<file path="config.mk">
export PLATFORM = sky130hd
export DESIGN_NAME = bit_mask_pack_and_decimate_flat
export DESIGN_NICKNAME = d
export VERILOG_FILES = /design/src/sv/bmpd_pkg.sv /design/src/sv/bmpd_if.sv /design/src/sv/bmpd_cfg_regs.sv /design/src/sv/bmpd_core.sv /design/src/sv/bit_mask_pack_and_decimate.sv /design/src/flat_wrapper.sv
export SDC_FILE = /design/constraint.sdc
export NUM_CORES = 1
export LEC_CHECK = 0
export ABC_AREA = 0
export BUFFER_PORTS_ARGS = -buffer_cell sky130_fd_sc_hd__buf_2
export CAP_MARGIN = 20
export CORE_MARGIN = 5
export CORE_UTILIZATION = 45
export DETAILED_ROUTE_END_ITERATION = 12
export PLACE_DENSITY_LB_ADDON = 0.08
export SLEW_MARGIN = 20
export SYNTH_ARGS = -nofsm -noshare
export SYNTH_HDL_FRONTEND = slang
export SYNTH_SLANG_ARGS = --single-unit
export TNS_END_PERCENT = 1
</file>
<file path="constraint.sdc">
create_clock -name clk -period 4.4 [get_ports clk]
set_input_delay 0.22 -clock clk [delete_from_list [all_inputs] [get_ports clk]]
set_output_delay 0.22 -clock clk [all_outputs]
set_load 0.03 [all_outputs]
</file>
<file path="src/sv/bmpd_pkg.sv">
// ----------------------------------------------------------------------------
// bmpd_pkg: shared definitions for the mask pack / decimate block
// Widths, register indexes, mode codes, result type and the pair-halving
// function used in decimate mode.
// ----------------------------------------------------------------------------
package bmpd_pkg;

  // Default row limit, in pixels or bytes
  localparam int unsigned MAX_LINE_DEF = 8192;

  // Configuration port
  localparam int unsigned CFG_IDX_W  = 1;
  localparam int unsigned CFG_DATA_W = 14;
  localparam int unsigned LL_W       = 14;

  localparam logic [CFG_IDX_W-1:0] REG_MODE        = 1'd0;
  localparam logic [CFG_IDX_W-1:0] REG_LINE_LENGTH = 1'd1;

  // Operating modes
  localparam logic MODE_PACK     = 1'b0;
  localparam logic MODE_DECIMATE = 1'b1;

  localparam logic [7:0] MSB_BIT = 8'h80;

  // One result from the datapath
  typedef struct packed {
    logic       emit;
    logic [7:0] mask_out;
    logic       row_end;
  } res_t;

  // Keep bits 7,5,3,1 of a, then of b
  function automatic logic [7:0] halve_pair(input logic [7:0] a, input logic [7:0] b);
    halve_pair = {a[7], a[5], a[3], a[1], b[7], b[5], b[3], b[1]};
  endfunction

endpackage

</file>
<file path="src/sv/bmpd_if.sv">
// ----------------------------------------------------------------------------
// bmpd_if: channel interfaces
// Input item channel, result channel and configuration write channel,
// each with valid/ready handshake.
// ----------------------------------------------------------------------------
interface bmpd_in_if;
  logic       valid;
  logic       ready;
  logic       pixel_null;
  logic [7:0] mask_byte;

  modport source (output valid, output pixel_null, output mask_byte, input ready);
  modport sink   (input valid, input pixel_null, input mask_byte, output ready);
endinterface

interface bmpd_out_if;
  logic       valid;
  logic       ready;
  logic [7:0] mask_out;
  logic       row_end;

  modport source (output valid, output mask_out, output row_end, input ready);
  modport sink   (input valid, input mask_out, input row_end, output ready);
endinterface

interface bmpd_cfg_if;
  logic                                valid;
  logic                                ready;
  logic [bmpd_pkg::CFG_IDX_W-1:0]      index;
  logic [bmpd_pkg::CFG_DATA_W-1:0]     data;

  modport source (output valid, output index, output data, input ready);
  modport sink   (input valid, input index, input data, output ready);
endinterface

</file>
<file path="src/sv/bmpd_cfg_regs.sv">
// ----------------------------------------------------------------------------
// bmpd_cfg_regs: configuration registers
// Holds the mode and the row length; the length is clamped to 1..MAX_LINE
// when written so the datapath sees a ready-to-use value.
// ----------------------------------------------------------------------------
module bmpd_cfg_regs #(
  parameter int unsigned MAX_LINE = bmpd_pkg::MAX_LINE_DEF
) (
  input  logic          clk,
  input  logic          rst,
  bmpd_cfg_if.sink      cfg_ch,
  output logic          mode,
  output logic [(($clog2(MAX_LINE) + 1) > bmpd_pkg::LL_W ?
                 ($clog2(MAX_LINE) + 1) : bmpd_pkg::LL_W) - 1:0] len
);

  localparam int unsigned CW   = $clog2(MAX_LINE);
  localparam int unsigned CMPW = (CW + 1) > bmpd_pkg::LL_W ? (CW + 1) : bmpd_pkg::LL_W;

  logic [bmpd_pkg::LL_W-1:0] ll;
  logic [CMPW-1:0]           ll_ext;
  logic [CMPW-1:0]           len_next;
  logic                      wr;

  assign cfg_ch.ready = 1'b1;
  assign wr           = cfg_ch.valid && cfg_ch.ready;

  // Clamp the written length
  assign ll     = cfg_ch.data[bmpd_pkg::LL_W-1:0];
  assign ll_ext = CMPW'(ll);

  always_comb begin
    if (ll_ext == '0) begin
      len_next = CMPW'(1);
    end else if (ll_ext > CMPW'(MAX_LINE)) begin
      len_next = CMPW'(MAX_LINE);
    end else begin
      len_next = ll_ext;
    end
  end

  always_ff @(posedge clk) begin
    if (rst) begin
      mode <= bmpd_pkg::MODE_PACK;
      len  <= CMPW'(1);
    end else if (wr) begin
      unique case (cfg_ch.index)
        bmpd_pkg::REG_MODE:        mode <= cfg_ch.data[0];
        bmpd_pkg::REG_LINE_LENGTH: len  <= len_next;
        default:                   ;
      endcase
    end
  end

endmodule

</file>
<file path="src/sv/bmpd_core.sv">
// ----------------------------------------------------------------------------
// bmpd_core: row state and per-item datapath
// Keeps the column count, partial mask byte, row parity and held byte, and
// computes the result for the item presented when fire is high.
// ----------------------------------------------------------------------------
module bmpd_core #(
  parameter int unsigned MAX_LINE = bmpd_pkg::MAX_LINE_DEF
) (
  input  logic                 clk,
  input  logic                 rst,
  input  logic                 fire,
  input  logic                 pixel_null,
  input  logic [7:0]           mask_byte,
  input  logic                 mode,
  input  logic [(($clog2(MAX_LINE) + 1) > bmpd_pkg::LL_W ?
                 ($clog2(MAX_LINE) + 1) : bmpd_pkg::LL_W) - 1:0] len,
  output bmpd_pkg::res_t       res
);

  localparam int unsigned CW   = $clog2(MAX_LINE);
  localparam int unsigned CMPW = (CW + 1) > bmpd_pkg::LL_W ? (CW + 1) : bmpd_pkg::LL_W;

  logic [CW-1:0] col, col_next;
  logic [7:0]    acc, acc_next;
  logic          odd, odd_next;
  logic [7:0]    held, held_next;

  logic          last;
  logic [2:0]    pos;
  logic [7:0]    acc_set;

  // Row end when the next column reaches the length
  assign last = (CMPW'(col) + CMPW'(1)) >= len;
  assign pos  = col[2:0];

  assign acc_set = pixel_null ? acc : (acc | (bmpd_pkg::MSB_BIT >> pos));

  // Per-item result and next state
  always_comb begin
    res       = '0;
    acc_next  = acc;
    odd_next  = odd;
    held_next = held;
    col_next  = last ? '0 : col + CW'(1);
    if (mode == bmpd_pkg::MODE_PACK) begin
      acc_next = acc_set;
      if (pos == 3'd7 || last) begin
        res.emit     = 1'b1;
        res.mask_out = acc_set;
        res.row_end  = last;
        acc_next     = '0;
      end
    end else begin
      if (!odd) begin
        if (!col[0]) begin
          held_next = mask_byte;
          if (last) begin
            res.emit     = 1'b1;
            res.mask_out = bmpd_pkg::halve_pair(mask_byte, 8'h00);
            res.row_end  = 1'b1;
          end
        end else begin
          res.emit     = 1'b1;
          res.mask_out = bmpd_pkg::halve_pair(held, mask_byte);
          res.row_end  = last;
        end
      end
      if (last) begin
        odd_next = ~odd;
      end
    end
  end

  always_ff @(posedge clk) begin
    if (rst) begin
      col  <= '0;
      acc  <= '0;
      odd  <= 1'b0;
      held <= '0;
    end else if (fire) begin
      col  <= col_next;
      acc  <= acc_next;
      odd  <= odd_next;
      held <= held_next;
    end
  end

`ifndef SYNTHESIS
  // A row end restarts the column count
  a_row_end_clears_col: assert property (@(posedge clk) disable iff (rst)
    fire && res.emit && res.row_end |=> col == '0)
    else $error("column count not cleared after row end");

  // Odd rows in decimate mode produce nothing
  a_odd_row_silent: assert property (@(posedge clk) disable iff (rst)
    fire && mode == bmpd_pkg::MODE_DECIMATE && odd |-> !res.emit)
    else $error("result emitted on odd decimate row");

  // Emitting a packed byte empties the accumulator
  a_pack_emit_clears_acc: assert property (@(posedge clk) disable iff (rst)
    fire && mode == bmpd_pkg::MODE_PACK && res.emit |=> acc == '0)
    else $error("accumulator not cleared after pack emit");

  // Column count stays below MAX_LINE
  a_col_in_range: assert property (@(posedge clk) disable iff (rst)
    CMPW'(col) < CMPW'(MAX_LINE))
    else $error("column count out of range");
`endif

endmodule

</file>
<file path="src/sv/bit_mask_pack_and_decimate.sv">
// ----------------------------------------------------------------------------
// bit_mask_pack_and_decimate: null-mask packer and 2:1 mask decimator
// Input register, row datapath and output register around the config port.
// ----------------------------------------------------------------------------
// The block accepts one item per clock cycle and holds that rate while the
// result side keeps taking items. An accepted item is held in the input
// register; its result is computed from there by the row datapath and
// loaded into the output register, from which it is offered on out_ch.
// in_ch.ready drops only when the output register holds a result that is not
// taken and the input register is also full. In pack mode (mode = 0) each
// item is a pixel null flag and a mask byte comes out every 8 pixels and at
// row end; in decimate mode (mode = 1) each item is a mask byte, pairs on
// even rows give one byte, as does an unpaired last byte, odd rows give none.
// Write configuration only while the block is idle.
module bit_mask_pack_and_decimate #(
  parameter int unsigned MAX_LINE = bmpd_pkg::MAX_LINE_DEF
) (
  input  logic        clk,
  input  logic        rst,
  bmpd_in_if.sink     in_ch,
  bmpd_out_if.source  out_ch,
  bmpd_cfg_if.sink    cfg_ch
);

  localparam int unsigned CW   = $clog2(MAX_LINE);
  localparam int unsigned CMPW = (CW + 1) > bmpd_pkg::LL_W ? (CW + 1) : bmpd_pkg::LL_W;

  logic            mode;
  logic [CMPW-1:0] len;

  logic            s1_valid;
  logic            s1_null;
  logic [7:0]      s1_byte;
  logic            s2_ready;
  logic            fire;
  bmpd_pkg::res_t  res;

  logic            o_valid;
  logic [7:0]      o_mask;
  logic            o_end;

  bmpd_cfg_regs #(.MAX_LINE(MAX_LINE)) u_cfg (
    .clk    (clk),
    .rst    (rst),
    .cfg_ch (cfg_ch),
    .mode   (mode),
    .len    (len)
  );

  // Handshake through the two register stages
  assign s2_ready     = !o_valid || out_ch.ready;
  assign fire         = s1_valid && s2_ready;
  assign in_ch.ready  = !s1_valid || s2_ready;

  // Input register
  always_ff @(posedge clk) begin
    if (rst) begin
      s1_valid <= 1'b0;
    end else if (in_ch.ready) begin
      s1_valid <= in_ch.valid;
    end
  end

  always_ff @(posedge clk) begin
    if (in_ch.valid && in_ch.ready) begin
      s1_null <= in_ch.pixel_null;
      s1_byte <= in_ch.mask_byte;
    end
  end

  bmpd_core #(.MAX_LINE(MAX_LINE)) u_core (
    .clk        (clk),
    .rst        (rst),
    .fire       (fire),
    .pixel_null (s1_null),
    .mask_byte  (s1_byte),
    .mode       (mode),
    .len        (len),
    .res        (res)
  );

  // Output register
  always_ff @(posedge clk) begin
    if (rst) begin
      o_valid <= 1'b0;
    end else if (s2_ready) begin
      o_valid <= fire && res.emit;
    end
  end

  always_ff @(posedge clk) begin
    if (fire && res.emit) begin
      o_mask <= res.mask_out;
      o_end  <= res.row_end;
    end
  end

  assign out_ch.valid    = o_valid;
  assign out_ch.mask_out = o_mask;
  assign out_ch.row_end  = o_end;

endmodule
</file>
<file path="src/flat_wrapper.sv">
// flat-port wrapper written by rule: the top's interface ports become plain ports
module bit_mask_pack_and_decimate_flat 
#(
  parameter int unsigned MAX_LINE = bmpd_pkg::MAX_LINE_DEF
)
  (clk, rst, in_ch_valid, in_ch_pixel_null, in_ch_mask_byte, in_ch_ready, out_ch_valid, out_ch_mask_out, out_ch_row_end, out_ch_ready, cfg_ch_valid, cfg_ch_index, cfg_ch_data, cfg_ch_ready);
  bmpd_in_if in_ch_i ();
  bmpd_out_if out_ch_i ();
  bmpd_cfg_if cfg_ch_i ();
  input  logic clk;
  input  logic rst;
  input wire logic [$bits(in_ch_i.valid)-1:0] in_ch_valid;
  input wire logic [$bits(in_ch_i.pixel_null)-1:0] in_ch_pixel_null;
  input wire logic [$bits(in_ch_i.mask_byte)-1:0] in_ch_mask_byte;
  output wire logic [$bits(in_ch_i.ready)-1:0] in_ch_ready;
  output wire logic [$bits(out_ch_i.valid)-1:0] out_ch_valid;
  output wire logic [$bits(out_ch_i.mask_out)-1:0] out_ch_mask_out;
  output wire logic [$bits(out_ch_i.row_end)-1:0] out_ch_row_end;
  input wire logic [$bits(out_ch_i.ready)-1:0] out_ch_ready;
  input wire logic [$bits(cfg_ch_i.valid)-1:0] cfg_ch_valid;
  input wire logic [$bits(cfg_ch_i.index)-1:0] cfg_ch_index;
  input wire logic [$bits(cfg_ch_i.data)-1:0] cfg_ch_data;
  output wire logic [$bits(cfg_ch_i.ready)-1:0] cfg_ch_ready;
  assign in_ch_i.valid = in_ch_valid;
  assign in_ch_i.pixel_null = in_ch_pixel_null;
  assign in_ch_i.mask_byte = in_ch_mask_byte;
  assign in_ch_ready = in_ch_i.ready;
  assign out_ch_valid = out_ch_i.valid;
  assign out_ch_mask_out = out_ch_i.mask_out;
  assign out_ch_row_end = out_ch_i.row_end;
  assign out_ch_i.ready = out_ch_ready;
  assign cfg_ch_i.valid = cfg_ch_valid;
  assign cfg_ch_i.index = cfg_ch_index;
  assign cfg_ch_i.data = cfg_ch_data;
  assign cfg_ch_ready = cfg_ch_i.ready;
  bit_mask_pack_and_decimate #(.MAX_LINE(MAX_LINE)) u_core (.clk(clk), .rst(rst), .in_ch(in_ch_i), .out_ch(out_ch_i), .cfg_ch(cfg_ch_i));
endmodule
</file>
==> summary.md <==
| Metric | Value |
|---|---|
| DR vias | `2470` |
| Worst reg2reg setup slack | `0.74 ns` |
| Post-CTS setup buffer count | `0` |
| Status | `complete, no violations` |
| Final-report hold violation count | `0` |
| Root buffer cell | `clkbuf_8` |
| Worst Setup SP | `u_core.u_core.col[0]$_SDFFE_PP0P_` |
| Max VDD drop | `190 uV` |
| Global route overflow | `0` |
| Most common flop cell mapped by yosys | `dfxtp_1` |
| Synth Cell Area | `3030 um^2` |
| Required @ worst endpoint | `4.48 ns` |
| Post-Syn Instances | `339` |
| Vias in the first global route | `2281` |
| Final Power | `1.23 mW` |
| Avg Vias per Cell | `5.43` |
| Critical path class | `flop to flop` |
| Pin count of the biggest net entering global routing | `43` |
| Worst-Margin Slew | `0.804 ns` |
| NumNets Final | `419` |
| CTS tree | `done` |
| Post-DP HPWL | `4.83 mm` |
| Leak pwr | `1.42 nW` |
| Yosys reg bits | `57` |
| Placer Congestion | `0.817` |
| # diodes | `0` |
| Pwr/cell area | `358 nW/um^2` |
| Initial DRC Count | `136` |
| Period minus WS final | `3.66 ns` |
| Fillcell total | `647` |
| Slew Viols, Final | `0` |
| Hold Path Class | `input pin to flop` |
| Worst r2r dst | `u_core.out_ch.mask_out[7]$_DFFE_PP_` |
| Worst rel slew slack | `0.464` |
| Initial antenna violation count | `0` |
| Die W | `92.1 um` |
| Crit share post-route | `0.831` |
| Die ar. | `8490 um^2` |
| DRT Pass-1 Iters | `4` |
| Clock buffer count from CTS | `9` |
| EDFF count, synth | `14` |
| CTS Hold Bufs | `0` |
| FP Rows | `30` |
| Clock latency at the later pin of the worst-skew pair | `0.33 ns` |
| Core box area | `6680 um^2` |
| Clock slew at reported path FFs | `0.07 ns` |
| Net Count, Synth | `388` |
| Worst R2R Start | `u_core.u_core.col[0]$_SDFFE_PP0P_` |
| CP Capture Type | `flop` |
| Die Y | `92.1 um` |
| Seq/Total Area, Yosys | `0.422` |
| Final TNS setup | `0 ns` |
| H-tree Lvls | `3` |
| Total Routing Usage GR | `0.164` |
| Drt drc | `0` |
| Commonest non-fill, non-tap cell in the layout | `dfxtp_1` |
| CP max FO | `17` |
| Synth unique cells | `46` |
| Syn_area_per_cell | `8.95 um^2` |
| Achievable clock frequency | `273 MHz` |
| Final setup vio count | `0` |
| Share of flip-flops with an asynchronous set or reset | `0` |
| Clock Path Buffers | `2` |
| Most frequent cells in the layout | `43 x dfxtp_1, 35 x buf_2, 30 x nand2_1` |
| Sink Count | `57` |
| DRT antenna net count | `0` |
| Share of layout cells above drive strength 1 | `0.168` |
| First-pass GRT wire length | `11.1 mm` |
| RSZ-0062 raised after global routing | `false` |
| I/O pins | `41` |
| P&R area growth vs syn | `12.8%` |
| CTS resizes | `0` |
| Reg2Reg Depth | `10` |
| YS warnings | `0` |
| Worst Skew | `0.00624 ns` |
| IO buf count | `35` |
| Initial Util | `0.454` |
| Worst Setup Start Kind | `flop` |
| CP arrival | `3.74 ns` |
| Wire per inst | `14.6 um` |
| Max-cap violations | `0` |
| Detailed-route wire length | `6.63 mm` |
| Critical Path Sink | `u_core.out_ch.mask_out[7]$_DFFE_PP_` |
[metal layers]
| metal | track usage | vias up | wire length (um) |
|---|---|---|---|
| met5 | 0 | - | 0 |
| met4 | 0.0668 | 0 | 110 |
| met3 | 0.0328 | 10 | 302 |
| met2 | 0.234 | 52 | 2650 |
| met1 | 0.238 | 1117 | 3560 |
| li1 | - | 1291 | - |
[stage by stage]
step / cell area (um^2) / setup slack [ns] / hold WS [ns] / util / cells
2_1_floorplan: 3030 / 1.21 / 0.319 / - / 339
3_3_place_gp: 3240 / 0.726 / 0.397 / 0.484 / 439
3_5_place_dp: 3240 / 0.744 / 0.398 / 0.484 / 439
4_1_cts: 3420 / 0.723 / 0.0442 / 0.512 / 455
5_1_grt: 3420 / 0.520 / 0.0517 / 0.512 / 455
6_report: 3420 / 0.742 / 0.0624 / 0.512 / 455
[sequential cells by signal (all words and copies together) (netlist names)]
register / cells
u_core.u_cfg.len: 14
u_core.u_core.odd: 1
u_core.s1_null: 1
u_core.s1_valid: 1
u_core.out_ch.mask_out: 8
u_core.s1_byte: 4
u_core.u_core.held: 4
u_core.u_core.acc: 8
u_core.out_ch.valid: 1
u_core.u_cfg.mode: 1
u_core.u_core.col: 13
u_core.out_ch.row_end: 1
[critical path, stage by stage, from the launching register on]
cell and delay, ns:
dfxtp_1 0.67, nand2_1 0.13, or4b_1 0.72, nor2_8 0.18
and3_1 0.18, ha_1 0.25, a21oi_1 0.15, o221ai_1 0.15
a21oi_2 0.33, a31oi_1 0.22, a221o_1 0.41
[synth_stat cells, types with 10 or more instances]
cell type  instances  share of area
nand2_1           30          0.037
a21oi_1           29          0.048
inv_1             24          0.030
and3_1            12          0.025
nand4_1           13          0.027
nand3_1           10          0.016
nor2_1            28          0.035
dfxtp_1           43           0.28
ha_1              20          0.082
a22oi_1           11          0.027
o21ai_0           13          0.021
edfxtp_1          14           0.14
nor3_1            11          0.018
[how the worst min path moves through the flow]
stage | start | endpoint | cells after the start
2_1_floorplan | in_ch_mask_byte[1] | u_core.s1_byte[1]$_DFFE_PP_ | 0
3_3_place_gp | in_ch_mask_byte[3] | u_core.s1_byte[3]$_DFFE_PP_ | 1
3_5_place_dp | in_ch_mask_byte[3] | u_core.s1_byte[3]$_DFFE_PP_ | 1
4_1_cts | in_ch_mask_byte[7] | u_core.s1_byte[7]$_DFFE_PP_ | 1
5_1_grt | in_ch_mask_byte[7] | u_core.s1_byte[7]$_DFFE_PP_ | 1
6_report | in_ch_pixel_null | u_core.s1_null$_DFFE_PP_ | 1
[area by class of cell]
type	instances	area, um^2	share of cell area
inverter	24	90.1	0.0263
tap	80	100	0.0292
timing repair buffer	38	198	0.0577
sequential	57	1280	0.374
clock buffer	10	128	0.0373
clock inverter	6	60.1	0.0175
multi-input combinational	240	1570	0.458
[kinds of logic (layout without fill, tap and decap cells)]
group                      after synthesis  after routing  share of synthesized area
adders and majority gates               21             21                     0.0858
buffers and inverters                   42             78                     0.0614
and+or+nand+nor                        124            124                      0.207
muxes                                    2              2                    0.00701
AOI/OAI and AO/OA                       82             82                      0.186
DFF                                     57             57                      0.422
xor gates and xnor gates                10             10                     0.0289
other                                    1              1                    0.00124
[power by group]
group | total [mW] | switching [mW] | internal [mW]
Clock | 0.464 | 0.205 | 0.258
Combinational | 0.188 | 0.127 | 0.0613
Sequential | 0.573 | 0.0141 | 0.559
Total | 1.23 | 0.347 | 0.878
(Power assumes the default switching activity.)
